File: src/rtl/s3fp_pkg.sv
// ----------------------------------------------------------------------------
// s3fp_pkg
// Shared types and constants for the S3-FIFO page replacement unit.
// ----------------------------------------------------------------------------
package s3fp_pkg;

    localparam int CFG_W     = 7;
    localparam int CFG_IDX_W = 2;
    localparam int FREQ_W    = 2;

    localparam logic [FREQ_W-1:0] FREQ_MAX = 2'd3;
    localparam logic [FREQ_W-1:0] FREQ_HOT = 2'd2;

    localparam logic [CFG_IDX_W-1:0] REG_TOTAL = 2'd0;
    localparam logic [CFG_IDX_W-1:0] REG_SMALL = 2'd1;
    localparam logic [CFG_IDX_W-1:0] REG_MAIN  = 2'd2;
    localparam logic [CFG_IDX_W-1:0] REG_GHOST = 2'd3;

    localparam logic [CFG_W-1:0] RST_TOTAL = 7'd64;
    localparam logic [CFG_W-1:0] RST_SMALL = 7'd6;
    localparam logic [CFG_W-1:0] RST_MAIN  = 7'd58;
    localparam logic [CFG_W-1:0] RST_GHOST = 7'd6;

    typedef enum logic {
        OP_REF,
        OP_INV
    } t_op;

    typedef enum logic [1:0] {
        Q_SMALL,
        Q_MAIN,
        Q_GHOST
    } t_queue;

    typedef enum logic [1:0] {
        CTX_PROMO,
        CTX_SMALL,
        CTX_LOOP
    } t_ctx;

    typedef enum logic [4:0] {
        ST_IDLE,
        ST_SCAN,
        ST_DECIDE,
        ST_INV_S,
        ST_INV_M,
        ST_INV_G,
        ST_RM,
        ST_SH_RD,
        ST_SH_WR,
        ST_PROMO,
        ST_PUSH_PR,
        ST_PUSH_GH,
        ST_PUSH_SM,
        ST_EVM_RD,
        ST_EVM_EX,
        ST_LOOP,
        ST_EVS_RD,
        ST_EVS_EX,
        ST_DONE
    } t_state;

endpackage

File: src/rtl/s3fp_front.sv
// ----------------------------------------------------------------------------
// s3fp_front
// Input side: accept transactions, decode the request and queue commands.
// ----------------------------------------------------------------------------
module s3fp_front #(
    parameter int PAGE_BITS = 20
) (
    input  logic                 i_clk,
    input  logic                 i_rst_n,
    input  logic                 i_valid,
    output logic                 o_ready,
    input  logic                 i_req_type,
    input  logic [PAGE_BITS-1:0] i_page_number,
    output logic                 o_cmd_valid,
    input  logic                 i_cmd_ready,
    output s3fp_pkg::t_op        o_cmd_op,
    output logic [PAGE_BITS-1:0] o_cmd_page
);
    import s3fp_pkg::*;

    t_op                  r_op [2];
    logic [PAGE_BITS-1:0] r_pg [2];
    logic                 r_wp, r_rp;
    logic [1:0]           r_cnt;
    logic                 push, pop;

    assign o_ready     = (r_cnt != 2'd2);
    assign push        = i_valid && o_ready;
    assign o_cmd_valid = (r_cnt != 2'd0);
    assign pop         = o_cmd_valid && i_cmd_ready;
    assign o_cmd_op    = r_op[r_rp];
    assign o_cmd_page  = r_pg[r_rp];

    always_ff @(posedge i_clk) begin
        if (!i_rst_n) begin
            r_wp  <= 1'b0;
            r_rp  <= 1'b0;
            r_cnt <= 2'd0;
        end else begin
            if (push) r_wp <= ~r_wp;
            if (pop)  r_rp <= ~r_rp;
            r_cnt <= r_cnt + {1'b0, push} - {1'b0, pop};
        end
        if (push) begin
            r_op[r_wp] <= i_req_type ? OP_INV : OP_REF;
            r_pg[r_wp] <= i_page_number;
        end
    end
endmodule

File: config.mk
export PLATFORM = sky130hd
export DESIGN_NAME = s3fp_front
export DESIGN_NICKNAME = d
export VERILOG_FILES = /design/src/rtl/s3fp_pkg.sv /design/src/rtl/s3fp_front.sv
export SDC_FILE = /design/constraint.sdc
export NUM_CORES = 1
export LEC_CHECK = 0
export ABC_AREA = 1
export ABC_CLOCK_PERIOD_IN_PS = 4800
export BUFFER_PORTS_ARGS = -buffer_cell sky130_fd_sc_hd__clkbuf_2
export CORE_MARGIN = 2
export CORE_UTILIZATION = 55
export DETAILED_ROUTE_END_ITERATION = 10
export HOLD_SLACK_MARGIN = 0.08
export PLACE_DENSITY = 0.85
export SYNTH_ARGS = -nofsm -noshare
export SYNTH_HDL_FRONTEND = slang
export SYNTH_SLANG_ARGS = --single-unit
File: constraint.sdc
create_clock -name i_clk -period 4.8 [get_ports i_clk]
set_input_delay 0.24 -clock i_clk [delete_from_list [all_inputs] [get_ports i_clk]]
set_output_delay 0.24 -clock i_clk [all_outputs]
set_load 0.02 [all_outputs]
* Word-level counts from Yosys, hierarchy flattened
Memory sizes are Yosys's and may differ from the RTL's. A register that Yosys moved wholly into a read port is not among the register bits.
Cells that the tools add are included.
** Cells by class
- Add/subtract/negate cells :: 2
- Equality and inequality tests :: 1
- Muxes and demuxes :: 7
- Bitwise operators :: 2
- Reductions and logical operators :: 3
** Operators with widths (count)
- two-way mux 1 bit :: 7
- adder 2 x 1 -> 2 bit :: 1
- logical AND 1 bit :: 2
- inequality test 2 bit, second input constant :: 1
- NOT 1 bit :: 2
- nonzero test 2 bit :: 1
- subtractor 2 x 1 -> 2 bit :: 1
** Storage, ports and cells
- Flip-flop bits (word level) :: 4
- RAM bits :: 42
- Input port bits :: 25
- Output and inout port bits :: 23
- Logic and storage cells :: 20
- Memories :: 2
** Memory list
- r_pg :: depth 2, width 20, read ports 1, clocked after Yosys merged registers in 1, wr ports 1, RTL line s3fp_front.sv:22 : logic [PAGE_BITS-1:0] r_pg [2];
- r_op :: depth 2, width 1, read ports 1, clocked after Yosys merged registers in 1, wr ports 1, RTL line s3fp_front.sv:21 : t_op r_op [2];

* Logic depth before layout (Yosys ltp)
Gate-level depths: netlist of run 1.
- Depth after elaboration :: 4
- Mapped depth :: 11
- Depth with buffers taken out :: 11

* Worst setup path after synthesis of run 1
Ideal clock, no wire load.
- Path type :: register to register
- Start :: register r_cnt[0]
- End :: memory r_op[0] (netlist bit), enable pin
- Arrival :: 1.609 ns
- Data required time :: 4.401 ns
- Slack :: 2.792 ns
- Cell stages (with the launch flop) :: 5
- Period minus slack after synthesis :: 2.008 ns
- Path through :: dfxtp_1 inv_1 nand2_1 nand2_1 nor2_1
** Between the ends
- Cells in the longest elaborated chain, start to end :: 4
** RTL lines
- from (decl) :: RTL line s3fp_front.sv:24 : logic [1:0] r_cnt;
- from (signal assigned) :: RTL line s3fp_front.sv:42 : r_cnt <= r_cnt + {1'b0, push} - {1'b0, pop};
- inequality test 2 bit :: RTL line s3fp_front.sv:27 : assign o_ready = (r_cnt != 2'd2);
- via o_ready :: RTL line s3fp_front.sv:11 : output logic o_ready,
- logical AND 1 bit :: RTL line s3fp_front.sv:28 : assign push = i_valid && o_ready;
- two-way mux 1 bit :: RTL line s3fp_front.sv:44 : if (push) begin
- two-way mux 1 bit :: RTL line s3fp_front.sv:45 : r_op[r_wp] <= i_req_type ? OP_INV : OP_REF;
- to (decl) :: RTL line s3fp_front.sv:21
The timed path passes the listed nets, and every way through them passes these cells.

* Worst setup path in the final report of run 1
- Start :: register r_cnt[0]
- End :: memory r_op[0] (netlist bit), enable pin
** Between the ends
- Cells in the longest elaborated chain, start to end :: 4
** RTL lines (RTL line)
- inequality test 2 bit :: s3fp_front.sv:27
- logical AND 1 bit :: s3fp_front.sv:28
- two-way mux 1 bit :: s3fp_front.sv:44
- two-way mux 1 bit :: s3fp_front.sv:45
No other way between the ends.

==> results.py, run 1 <==
metrics = {
    "run_status": {
        "outcome": "finished, final reports clean",
    },
    "timing": {
        "rsz0062_at_grt": "false",
        "finalHoldWorstSlack_ps": 136.2,
        "maxClockFrequency_ghz": 0.5417,
        "final.period_utilization_pct": 38.46,
        "worst_slew_margin_rel_pct": 31.00,
        "final_critical_path_setup_slack_ps": 2954,
        "hold_viol_final": 0,
        "fin_crit_ps": 1846,
        "fin_worst_skew_ps": 2.044,
        "tightestPinTransition_ps": 1034,
        "timing.final.max_slew_violations": 0,
        "fin_setup_tns_ps": 0,
        "setup_violations": 0,
    },
    "yosys": {
        "synthesis.nets": 128,
        "netlist_area_um2": 1836,
        "syn_area_per_cell_um2": 18.17,
        "sequential_share_of_the_synthesized_area_pct": 74.16,
        "post_synthesis_cells": 101,
        "synth.ff_latch_count": 47,
        "synth.lib_cells_used.distinct": 11,
        "synth_warnings": 0,
    },
    "worst_setup_path": {
        "setup.worst_path.class": "flop to flop",
        "cp_max_fo": 21,
        "cp_common_cell": "nand2_1",
        "critical_path.n_buffers_inverters": 1,
        "startpoint_type": "flop",
        "worst_path_max_delay_cell": "nor2_2",
        "timing.critical_path.max_delay_family": "simple AND/OR/NAND/NOR gates",
        "crit_required_ps": 4780,
        "setup.worst_path.end_class": "flop",
        "cp_slowest_stage_delay_ps": 790,
        "worstPathArrival_ps": 1830,
        "crit_chain": "inv_1 -> nand2_1 -> nand2_1 -> nor2_2",
    },
    "finish": {
        "final_common_cell": "clkbuf_2",
        "register_area_um2": 1361,
        "layout.nets": 202,
        "post_route_cells_drive_above_1_share_pct": 42.61,
        "multi_input_comb_area_um2": 427.9,
        "finish.utilization_pct": 76.45,
        "most-common-layout-cells": "47 x clkbuf_2, 42 x edfxtp_1, 21 x dlygate4sd3_1",
        "insertedDiodeCount": 0,
        "fillerInstances": 206,
        "layout.cell_area.non_filler_um2": 2372,
        "areaGrowthSynthToFinish_pct": 29.24,
        "fin_cells": 220,
    },
    "clock_network": {
        "htree_num_levels": 2,
        "cts_buffer_depth": 2,
        "postCtsSetupBuffers": 0,
        "worstSkewPairLatency_ps": 350,
        "clkSlewWorstSetupHoldPaths_ps": 120,
        "clock_tree_from_tritoncts": "built",
        "numClockSinks": 47,
        "cts_buffers": 5,
        "clockRootBuffer": "clkbuf_4",
    },
    "power_and_ir_drop": {
        "share_clk_of_total_power_pct": 15.1,
        "power.net_switching_uw": 361.3,
        "internal_power_contribution_uw": 741.9,
        "fin_total_pwr_mw": 1.103,
        "seq_power_share_pct": 49.4,
        "p_per_area_nw_per_um2": 465.1,
        "peakVddDrop_v": 0.0003048,
        "switching_power_as_a_share_of_total_power_pct": 32.75,
        "p_comb_share_pct": 35.5,
        "p_leak_nw": 0.9962,
    },
    "placed_design": {
        "globalplace.congestion": 0.7179,
        "detailedPlacementHpwl_mm": 2.238,
        "dp_worst_setup_slack_ps": 2947,
        "dpl.cell_count": 191,
        "port-buffer-count": 47,
        "placed_area_um2": 2113,
    },
    "detailed_routing": {
        "first_iter_violations": 10,
        "drt-pass1-iter-count": 4,
        "drt-vias-per-instance": 4.882,
        "count_of_unresolved_drc_violations_after_routing": 0,
        "detailroute.via_count": 1074,
        "drt.antenna.violating_nets": 0,
        "avgRoutedWirePerCell_um": 15.23,
        "finalWirelength_mm": 3.350,
    },
    "die": {
        "initial_utilization_pct": 59.15,
        "row_count": 20,
        "die_y_um": 61.77,
        "boundaryPins": 48,
        "core_um2": 3103,
        "chipWidth_um": 61.77,
        "dieArea_um2": 3816,
    },
    "global_route": {
        "grt_max_degree": 22,
        "track_usage_pct": 18.84,
        "vias_in_the_first_global_route": 1134,
        "global_route_wire_length_before_repair_mm": 4.885,
        "antenna_found_initial": 0,
        "grt_overflow": 0,
    },
    "hold_path": {
        "min_path_type": "primary input to flop",
    },
    "job": {
        "cap_viol_max_count": 0,
    },
}
==> sequential cells by signal, indices dropped and copies added, names as in the netlist, named ones only <==
signal	cells
r_pg	40
r_wp	1
r_op	2
r_cnt	2
r_rp	1
==> power groups by stage <==
stage          clock network (mW)  logic, mW  registers, mW
2_1_floorplan                   0      0.280          0.547
6_report                    0.166      0.392          0.545
4_1_cts                     0.172      0.391          0.545
3_5_place_dp                    0      0.378          0.554
3_3_place_gp                    0      0.359          0.547
5_1_grt                     0.188      0.422          0.550
==> timing repair <==
item / in CTS / in global routing
resized for setup: 0 / 0
hold buffers: 20 / 1
endpoints found under the hold margin: 40 / 2
==> tightest hold or removal path: cells and delay by family <==
kind | cells | cell delay (ps)
buf+inv | 2 | 150
simple gates | 1 | 60
==> cell usage after synthesis <==
cell	count	area share, %
nor2_1	8	1.6
edfxtp_1	42	69
nand2_1	9	1.8
nand3_1	3	0.82
buf_6	2	1.2
mux2_2	1	0.61
dfxtp_1	5	5.5
a21oi_1	2	0.55
mux2_4	20	16
inv_1	7	1.4
ha_1	2	1.4
==> layer usage <==
metal | global-route usage [%] | share of wire (%) | vias to the layer above
li1 | - | - | 521
met1 | 19.63 | 38 | 500
met2 | 34.89 | 55 | 46
met3 | 4.348 | 5.2 | 7
met4 | 10.03 | 1.8 | 0
met5 | 0 | 0 | -
==> kinds of logic (layout without fill, tap and decap cells) <==
| group | count (synthesis) | after routing | share of synthesized area [%] |
|---|---|---|---|
| fa+ha+maj | 2 | 2 | 1.363 |
| mux | 21 | 21 | 16.97 |
| simple gates | 20 | 20 | 4.294 |
| compound gates | 2 | 2 | 0.5454 |
| buf+inv | 9 | 84 | 2.659 |
| flops | 47 | 47 | 74.17 |
==> worst paths after layout <==
path              cells past startpoint  slack [ps]                  end           startpoint
setup / recovery                      4        2950    r_op[0]$_DFFE_PP_  r_cnt[0]$_SDFF_PN0_
hold / removal                        3         140  r_cnt[0]$_SDFF_PN0_              i_rst_n
setup reg to reg                      4        2950    r_op[0]$_DFFE_PP_  r_cnt[0]$_SDFF_PN0_
hold reg to reg                       2         540    r_rp$_SDFFE_PN0P_    r_rp$_SDFFE_PN0P_
==> layout make-up <==
class                           instances  area share [%]
Sequential cell                        47           57.38
Inverter                                7           1.108
Timing Repair Buffer                   69           19.09
Clock buffer                            6           1.741
Clock inverter                          2          0.3165
Multi-Input combinational cell         45           18.04
Tap cell                               44           2.321
(Power assumes the default switching activity.)
==> inputs of run 2 (changes only) <==
--- a/config.mk
+++ b/config.mk
@@ -6,13 +6,13 @@
 export NUM_CORES = 1
 export LEC_CHECK = 0
 export ABC_AREA = 1
-export ABC_CLOCK_PERIOD_IN_PS = 4800
+export ABC_CLOCK_PERIOD_IN_PS = 1740
 export BUFFER_PORTS_ARGS = -buffer_cell sky130_fd_sc_hd__clkbuf_2
 export CORE_MARGIN = 2
-export CORE_UTILIZATION = 55
+export CORE_UTILIZATION = 51
 export DETAILED_ROUTE_END_ITERATION = 10
 export HOLD_SLACK_MARGIN = 0.08
-export PLACE_DENSITY = 0.85
+export PLACE_DENSITY = 0.79
 export SYNTH_ARGS = -nofsm -noshare
 export SYNTH_HDL_FRONTEND = slang
 export SYNTH_SLANG_ARGS = --single-unit
==> constraint.sdc (replaced) <==
create_clock -name i_clk -period 1.74 [get_ports i_clk]
set_input_delay 0.087 -clock i_clk [delete_from_list [all_inputs] [get_ports i_clk]]
set_output_delay 0.087 -clock i_clk [all_outputs]
set_load 0.02 [all_outputs]
==> run 2 against run 1 <==
  * Core utilization down 4.0 points
  * Flip-flop and latch count unchanged
  * Maximum frequency up 15%
  * Register-to-register slack worse by 2800 ps
  * Via count up 1.0%
  * Critical path depth up 7
  * Sequential power rose to 2.8 times the previous value
  * Clock skew up 6.9 ps
  * Setup slack worse by 2800 ps
  * Clock-buffer cell count down 1
  * Critical path type unchanged
==> results.py, run 2 (synthesis results as in run 1) <==
metrics = {
    "global_route": {
        "grt_max_degree": 22,
        "track_usage_pct": 16.97,
        "antenna_found_initial": 0,
        "global_route_wire_length_before_repair_mm": 5.071,
        "vias_in_the_first_global_route": 1186,
        "grt_overflow": 0,
    },
    "power_and_ir_drop": {
        "switching_power_as_a_share_of_total_power_pct": 30.98,
        "fin_total_pwr_mw": 3.215,
        "p_per_area_nw_per_um2": 1309,
        "share_clk_of_total_power_pct": 19.2,
        "power.net_switching_uw": 996.0,
        "seq_power_share_pct": 46.7,
        "internal_power_contribution_mw": 2.219,
        "p_leak_nw": 1.040,
        "peakVddDrop_v": 0.001036,
        "p_comb_share_pct": 34.2,
    },
    "timing": {
        "worst_slew_margin_rel_pct": 80.17,
        "rsz0062_at_grt": "false",
        "fin_setup_tns_ps": 0,
        "tightestPinTransition_ps": 297.4,
        "hold_viol_final": 0,
        "final_critical_path_setup_slack_ps": 138.9,
        "fin_crit_ps": 1601,
        "timing.final.max_slew_violations": 0,
        "fin_worst_skew_ps": 8.969,
        "final.period_utilization_pct": 92.02,
        "setup_violations": 0,
        "maxClockFrequency_ghz": 0.6246,
    },
    "die": {
        "row_count": 21,
        "chipWidth_um": 63.99,
        "boundaryPins": 48,
        "initial_utilization_pct": 54.15,
        "die_y_um": 63.99,
        "core_um2": 3390,
        "dieArea_um2": 4095,
    },
    "worst_setup_path": {
        "cp_slowest_stage_delay_ps": 370,
        "cp_common_cell": "nand2_1",
        "worst_path_max_delay_cell": "dfxtp_2",
        "startpoint_type": "flop",
        "critical_path.n_buffers_inverters": 3,
        "timing.critical_path.max_delay_family": "simple AND/OR/NAND/NOR gates",
        "crit_required_ps": 2000,
        "setup.worst_path.end_class": "flop",
        "worstPathArrival_ps": 1860,
        "setup.worst_path.class": "flop to flop",
        "crit_chain": "inv_1 -> nand2_1 -> nand2_1 -> ha_1 -> inv_1 -> ha_1 -> inv_1 -> nand2_1 -> nand3_1 -> nand2_1 -> nor2_1",
        "cp_max_fo": 4,
    },
    "finish": {
        "areaGrowthSynthToFinish_pct": 33.81,
        "multi_input_comb_area_um2": 427.9,
        "insertedDiodeCount": 0,
        "layout.nets": 208,
        "most-common-layout-cells": "47 x clkbuf_2, 42 x edfxtp_1, 24 x dlygate4sd3_1",
        "largest-register": "r_pg",
        "reg_top3": "r_pg: 40 flops, r_cnt: 2 flops, r_op: 2 flops",
        "layout.cell_area.non_filler_um2": 2456,
        "fin_cells": 228,
        "final_common_cell": "clkbuf_2",
        "post_route_cells_drive_above_1_share_pct": 44.51,
        "largest_reg_flops": 40,
        "register_area_um2": 1363,
        "fillerInstances": 222,
    },
    "job": {
        "cap_viol_max_count": 0,
    },
    "detailed_routing": {
        "count_of_unresolved_drc_violations_after_routing": 0,
        "detailroute.via_count": 1085,
        "drt-vias-per-instance": 4.759,
        "drt-pass1-iter-count": 4,
        "avgRoutedWirePerCell_um": 13.72,
        "finalWirelength_mm": 3.128,
        "first_iter_violations": 29,
        "drt.antenna.violating_nets": 0,
    },
    "clock_network": {
        "cts_buffer_depth": 2,
        "cts_buffers": 5,
        "clockRootBuffer": "clkbuf_4",
        "htree_num_levels": 2,
        "clock_tree_from_tritoncts": "built",
        "postCtsSetupBuffers": 0,
        "numClockSinks": 47,
        "worstSkewPairLatency_ps": 350,
        "clkSlewWorstSetupHoldPaths_ps": 130,
    },
    "placed_design": {
        "dpl.cell_count": 196,
        "dp_worst_setup_slack_ps": 151.5,
        "globalplace.congestion": 0.6222,
        "detailedPlacementHpwl_mm": 2.026,
        "placed_area_um2": 2138,
        "port-buffer-count": 47,
    },
    "run_status": {
        "outcome": "finished, final reports clean",
    },
    "hold_path": {
        "min_path_type": "primary input to flop",
    },
}
run 2: changes by cell type in the layout (fill, tap and decap cells not counted):
cell	change
buf_4	+3
dlygate4sd3_1	+3
bufinv_16	+1
clkbuf_1	-1
clkinv_1	-1
clkinv_2	+1
dfxtp_1	-1
dfxtp_2	+1
run 2: power by group through the flow:
stage               sequential (mW)  combinational [mW]  clock, mW
floorplan                      1.51               0.774          0
global placement               1.51                1.02          0
detailed placement             1.52                1.06          0
CTS                            1.50                1.11      0.632
global route                   1.51                1.18      0.676
finish                         1.50                1.10      0.616
run 2: per-stage QoR:
| step | hold WS (ps) | util, % |
|---|---|---|
| finish | 454.7 | 72.46 |
| global route | 434.7 | 72.46 |
| CTS | 439.3 | 72.43 |
| detailed placement | 280.0 | 63.09 |
| global placement | 276.9 | 63.09 |
| floorplan | 180.5 | - |
run 2: path summary, 6_finish.rpt:
check	startpoint	to	slack, ps	depth (start not counted)
worst min-delay path	i_page_number[3]	r_pg[0][3]$_DFFE_PP_	450	2
worst max register to register	r_cnt[0]$_SDFF_PN0_	r_cnt[1]$_SDFF_PN0_	140	11
worst max-delay path	r_cnt[0]$_SDFF_PN0_	r_cnt[1]$_SDFF_PN0_	140	11
worst min register to register	r_rp$_SDFFE_PN0P_	r_rp$_SDFFE_PN0P_	540	2
run 2: layout make-up:
cell class                      count  area share [%]
Sequential cell                    47           55.48
Multi-Input combinational cell     45           17.42
Clock buffer                        5           1.528
Tap cell                           46           2.343
Inverter                            7           1.070
Clock inverter                      3           1.579
Timing Repair Buffer               75           20.58
run 2: timing repair:
| item | 4_1_cts | 5_1_grt |
|---|---|---|
| endpoints found under the setup margin | 0 | 1 |
| resized for setup | 0 | 1 |
| endpoints found under the hold margin | 47 | 0 |
| hold buffers | 24 | 0 |
run 2: worst register-to-register path: cells and delay by family, from the launching register on:
family | cells | cell delay, ps
buf+inv | 3 | 170
flops | 1 | 370
simple gates | 6 | 520
fa+ha+maj | 2 | 460
run 2: per-layer routing:
metal | track usage, % | wire, um
met5 | 0 | 0
met2 | 31.12 | 1722
met4 | 9.783 | 89
met3 | 4.754 | 157
met1 | 16.89 | 1158
